$ cat config.mk
export PLATFORM = sky130hd
export DESIGN_NAME = mbe_ctrl
export DESIGN_NICKNAME = d
export VERILOG_FILES = /design/src/sv/mbe_pkg.sv /design/src/sv/mbe_ctrl.sv
export SDC_FILE = /design/constraint.sdc
export NUM_CORES = 1
export LEC_CHECK = 0
export CELL_PAD_IN_SITES_DETAIL_PLACEMENT = 1
export CELL_PAD_IN_SITES_GLOBAL_PLACEMENT = 1
export CORE_UTILIZATION = 43
export CTS_CLUSTER_DIAMETER = 50
export DETAILED_ROUTE_END_ITERATION = 10
export DONT_BUFFER_PORTS = 1
export HOLD_SLACK_MARGIN = 0.08
export PLACE_DENSITY = 0.81
export SLEW_MARGIN = 10
export SYNTH_ARGS = -nofsm -noshare
export SYNTH_HDL_FRONTEND = slang
export SYNTH_SLANG_ARGS = --single-unit
$ cat constraint.sdc
create_clock -name clk -period 1.7 [get_ports clk]
set_clock_uncertainty 0.15 [all_clocks]
set_input_delay 0.085 -clock clk [delete_from_list [all_inputs] [get_ports clk]]
set_output_delay 0.085 -clock clk [all_outputs]
set_load 0.05 [all_outputs]
$ cat src/sv/mbe_pkg.sv
// ============================================================================
// mbe_pkg - shared types and constants for the Mandelbrot escape-time block
// Fixed-point widths, configuration codes and reset values, payload structs,
// and the command/status bundles between the controller and the datapath.
// ============================================================================
package mbe_pkg;

    // Algorithm constants
    localparam int MAX_ITER   = 256;
    localparam int FRAC_BITS  = 22;
    localparam int COORD_BITS = 12;

    // Configuration register widths
    localparam int SIZE_W  = 13;
    localparam int LIMIT_W = 8;
    localparam int CFG_IDX_W  = 2;
    localparam int CFG_DATA_W = 13;

    // Output field widths
    localparam int PAL_W = 8;
    localparam int CNT_W = $clog2(MAX_ITER + 1);

    // Coordinate division: |p - size/2| fits MAG_W bits, dividend is MAG_W+FRAC_BITS
    localparam int NUM_W     = COORD_BITS + 2;
    localparam int MAG_W     = NUM_W - 1;
    localparam int DVD_W     = MAG_W + FRAC_BITS;
    localparam int DIV_STEPS = DVD_W;
    localparam int DIV_CNT_W = $clog2(DIV_STEPS);
    localparam int R_W       = SIZE_W - 2;

    // c saturates at +-256 (FRAC_BITS+9 magnitude bits), z stays under 2^(FRAC_BITS+10)
    localparam int C_W    = FRAC_BITS + 10;
    localparam int Z_W    = FRAC_BITS + 12;
    localparam int MULT_W = FRAC_BITS + 5;
    localparam int PROD_W = 2 * MULT_W;

    // Register indexes
    localparam logic [CFG_IDX_W-1:0] CFG_FRAME_WIDTH  = 2'd0;
    localparam logic [CFG_IDX_W-1:0] CFG_FRAME_HEIGHT = 2'd1;
    localparam logic [CFG_IDX_W-1:0] CFG_ESCAPE_LIMIT = 2'd2;

    // Register reset values
    localparam logic [SIZE_W-1:0]  RST_FRAME_WIDTH  = SIZE_W'(640);
    localparam logic [SIZE_W-1:0]  RST_FRAME_HEIGHT = SIZE_W'(640);
    localparam logic [LIMIT_W-1:0] RST_ESCAPE_LIMIT = LIMIT_W'(200);

    typedef struct packed {
        logic [COORD_BITS-1:0] pixel_x;
        logic [COORD_BITS-1:0] pixel_y;
    } pixel_t;

    typedef struct packed {
        logic [PAL_W-1:0] palette_index;
        logic [CNT_W-1:0] iteration_count;
    } result_t;

    typedef struct packed {
        logic [SIZE_W-1:0]  frame_width;
        logic [SIZE_W-1:0]  frame_height;
        logic [LIMIT_W-1:0] escape_limit;
    } cfg_t;

    typedef struct packed {
        logic capture;    // latch the pixel
        logic div_load;   // start a division
        logic load_y;     // division operand: 0 = x, 1 = y
        logic div_step;   // one quotient bit
        logic c_store;    // store the signed, saturated quotient
        logic c_sel_y;    // store target: 0 = cx, 1 = cy
        logic iter_init;  // z = 0, n = 0
        logic iter_step;  // z = z^2 + c, n++
        logic finish;     // capture the result
    } cmd_t;

    typedef struct packed {
        logic stop;       // escaped or iteration cap reached
    } status_t;

endpackage

$ cat src/sv/mbe_ctrl.sv
// ============================================================================
// mbe_ctrl - sequencer of the Mandelbrot escape-time block
// Steps the datapath through both coordinate divisions and the iteration
// loop, and raises the result strobe.
// ============================================================================
module mbe_ctrl
(
    input  logic             clk,
    input  logic             rst_n,
    input  logic             start,
    input  mbe_pkg::status_t status,
    output mbe_pkg::cmd_t    cmd,
    output logic             busy,
    output logic             done
);

    typedef enum logic [2:0]
    {
        ST_IDLE,
        ST_LOAD_X,
        ST_DIV_X,
        ST_STORE_X,
        ST_DIV_Y,
        ST_STORE_Y,
        ST_ITER
    } state_t;

    localparam logic [mbe_pkg::DIV_CNT_W-1:0] CNT_LAST =
        mbe_pkg::DIV_CNT_W'(mbe_pkg::DIV_STEPS - 1);

    state_t                         state_reg, state_next;
    logic [mbe_pkg::DIV_CNT_W-1:0]  cnt_reg, cnt_next;
    logic                           done_reg, done_next;

    always_comb
    begin
        state_next = state_reg;
        cnt_next   = cnt_reg;
        done_next  = 1'b0;
        cmd        = '0;
        case (state_reg)
            ST_IDLE:
            begin
                if (start)
                begin
                    cmd.capture = 1'b1;
                    state_next  = ST_LOAD_X;
                end
            end
            ST_LOAD_X:
            begin
                cmd.div_load = 1'b1;
                cnt_next     = '0;
                state_next   = ST_DIV_X;
            end
            ST_DIV_X:
            begin
                cmd.div_step = 1'b1;
                cnt_next     = cnt_reg + 1'b1;
                if (cnt_reg == CNT_LAST)
                begin
                    state_next = ST_STORE_X;
                end
            end
            ST_STORE_X:
            begin
                cmd.c_store  = 1'b1;
                cmd.div_load = 1'b1;
                cmd.load_y   = 1'b1;
                cnt_next     = '0;
                state_next   = ST_DIV_Y;
            end
            ST_DIV_Y:
            begin
                cmd.div_step = 1'b1;
                cnt_next     = cnt_reg + 1'b1;
                if (cnt_reg == CNT_LAST)
                begin
                    state_next = ST_STORE_Y;
                end
            end
            ST_STORE_Y:
            begin
                cmd.c_store   = 1'b1;
                cmd.c_sel_y   = 1'b1;
                cmd.iter_init = 1'b1;
                state_next    = ST_ITER;
            end
            ST_ITER:
            begin
                if (status.stop)
                begin
                    cmd.finish = 1'b1;
                    done_next  = 1'b1;
                    state_next = ST_IDLE;
                end
                else
                begin
                    cmd.iter_step = 1'b1;
                end
            end
            default:
            begin
                state_next = ST_IDLE;
            end
        endcase
    end

    always_ff @(posedge clk or negedge rst_n)
    begin
        if (!rst_n)
        begin
            state_reg <= ST_IDLE;
            cnt_reg   <= '0;
            done_reg  <= 1'b0;
        end
        else
        begin
            state_reg <= state_next;
            cnt_reg   <= cnt_next;
            done_reg  <= done_next;
        end
    end

    assign busy = (state_reg != ST_IDLE);
    assign done = done_reg;

endmodule

==> flow_summary.toml <==
[outcome]
status = "completed"

[clocking]
cts_tree = "done"
numCtsBuffers = 3
cts.sinks = 10
clk_pin_slew_ps = 80
htreeDepth = 1
clockRootBuffer = "clkbuf_4"
cts_buffer_depth = 2
clkLatencyLatePin_ps = 270

[place]
gp_congestion = 0.811
post_dp_cell_area_sq_um = 686
dp_hpwl_um = 1060
dpl.cell_count = 80
place_ws_ps = 163
port_buffers = 0

[worst_setup_path]
arrival_ps = 1690
worstPathCellList = "xnor2_4 > buf_4 > or4_1 > o221ai_1"
critPathMaxStageDelay_ps = 490
startpoint_type = "register"
slowest_stage = "or4_1"
critPathLaunch = "state_reg[2]"
cp.required_ps = 1720
cp_top_family = "simple AND/OR/NAND/NOR gates"
worstSetupPathType = "reg2reg"
r2r-start = "state_reg[2]"
endpoint_kind = "register"
cp_num_buf_inv = 1
cp_max_fo = 8

[final_layout]
largest_register_ffs = 6
drive_gt1_share_pct = 38.5
final_cells = 92
areaGrowthSynthToFinish_pct = 48.1
final_core_util_pct = 72.0
stdcell_area_sq_um = 843
diodes = 0
nNetsFinal = 85

[drt]
vias = 565
ant_nets = 0
wirelength_um = 2200
drc = 0
detail_route.vias_per_cell = 6.14
first_pass_iters = 4
wire_per_inst_um = 23.9
drt-initial-drc-count = 19

[logic_synthesis]
ys_seq_elements = 10
synthCells = 61
synth_nets = 67
yosysUniqueCellTypes = 28
yosys_warnings = 0
syn_area_per_cell_sq_um = 9.33
syn_area_sq_um = 569
synth_seq_area_share_pct = 44.0

[power_and_ir_drop]
power.density_nw_per_um2 = 2360
p_leak_nw = 0.375
power_mw = 1.99
ir_worst_vdd_mv = 1.75

[timing]
whs_ps = 225
finalHoldViolCount = 0
tightestPinTransition_ps = 569
finalSetupViolCount = 0
period_minus_slack_ps = 1670
slew_viol_final = 0
relSlewSlack_pct = 61.6
fmax_mhz = 599
postLayoutSetupSlackWorst_ps = 30.8
finalCritPeriodShare_pct = 98.2
finalSetupTns_ps = 0
rsz0062_at_grt = "no"

[die]
die_area_sq_um = 1470
die_x_um = 38.4
num_rows = 12
dieHeight_um = 38.4
initial_utilization_pct = 48.6
core_area_sq_um = 1170
boundaryPins = 15

[global_routing]
antenna_found_initial = 0
grt_pass1_vias = 576
grt_max_degree = 13
grt_first_pass_wirelength_um = 3040
grt_overflow_total = 0
grt_util_all_layers_pct = 31.4

[worst_hold_path]
worst_hold_startpoint = "status"
hold_class = "in2out"

[run]
cap_viol_max_count = 0
## metal layers
layer / part of all wire (%) / wire [um] / global-route usage, %
met2: 48 / 1070 / 52.5
met1: 45 / 986 / 44.1
met5: 0 / 0 / 0
met4: 2.8 / 62 / 7.76
met3: 3.9 / 85 / 1.74
## worst paths after layout
kind                            slack, ps  cells past startpoint            to
worst min register to register        360                      1    cnt_reg[5]
worst max-delay path                   30                      4    cnt_reg[3]
max in group asynchronous             430                      2  state_reg[1]
worst min-delay path                  220                      2        cmd[1]
worst max register to register         30                      4    cnt_reg[3]
min in group asynchronous             600                      2    cnt_reg[4]
## report_power, final
group | switching, mW | internal (mW)
Clock | 0.0974 | 0.130
Combinational | 0.762 | 0.517
Sequential | 0.155 | 0.331
Total | 1.01 | 0.978
## cell usage after synthesis
cell type  number  share of area [%]
nor2_1          3                2.0
inv_1           5                3.3
nor4_1          1                1.1
dfrtp_1        10                 44
ha_1            2                4.4
o221ai_1        1                1.5
o21ai_0         4                3.5
a2bb2oi_1       1                1.5
nand2_1         7                4.6
buf_4           2                2.6
mux2i_1         3                5.3
nand4_1         1                1.1
nand2b_1        1                1.1
nor3_1          2                1.8
and2_1          1                1.1
a21o_1          1                1.3
clkbuf_1        1               0.66
or2_2           1                1.1
o31a_1          1                1.5
nand4b_1        1                1.5
nand3_1         3                2.6
a21oi_1         1               0.88
o211ai_1        1                1.3
buf_2           1               0.88
and3_1          1                1.1
xnor2_2         1                2.9
nor3b_1         3                4.0
or4_1           1                1.3
## placed cells by master (no fill, tap or decap), types with 2 or more instances in the layout
cell type	n
nor2_1	2
inv_1	3
o21ai_0	4
buf_12	4
mux2i_1	3
dfrtp_2	3
dfrtp_1	7
nor3_1	2
nand3_1	3
dlygate4sd3_1	4
ha_1	2
nand2_1	7
clkbuf_4	3
buf_4	8
## cell families (layout without fill, tap and decap cells)
kind of cell             Yosys count  after routing  share of synthesized area, %
AO/OA/AOI/OAI                     10             10                          11.6
XOR/XNOR                           1              1                          2.86
adder cells (fa/ha/maj)            2              2                          4.39
buffers and inverters              9             26                          7.47
flip-flops                        10             10                          44.0
multiplexers                       3              3                          5.27
AND/OR/NAND/NOR                   26             26                          24.4
## area by class of cell
class	count	area (sq um)
fill	117	328
multi-input combinational	42	323
tap	14	17.5
sequential	10	254
clock buffer	4	36.3
timing repair buffer	17	191
inverter	5	21.3
## what timing repair did
action,in CTS,in global routing
hold buffers,4,0
gates resized for setup,10,3
buffers inserted,1,3
setup endpoints to repair,8,4
hold endpoints to repair,14,0
pin swaps,0,1
No activity file was read; power rests on OpenSTA's default activity.
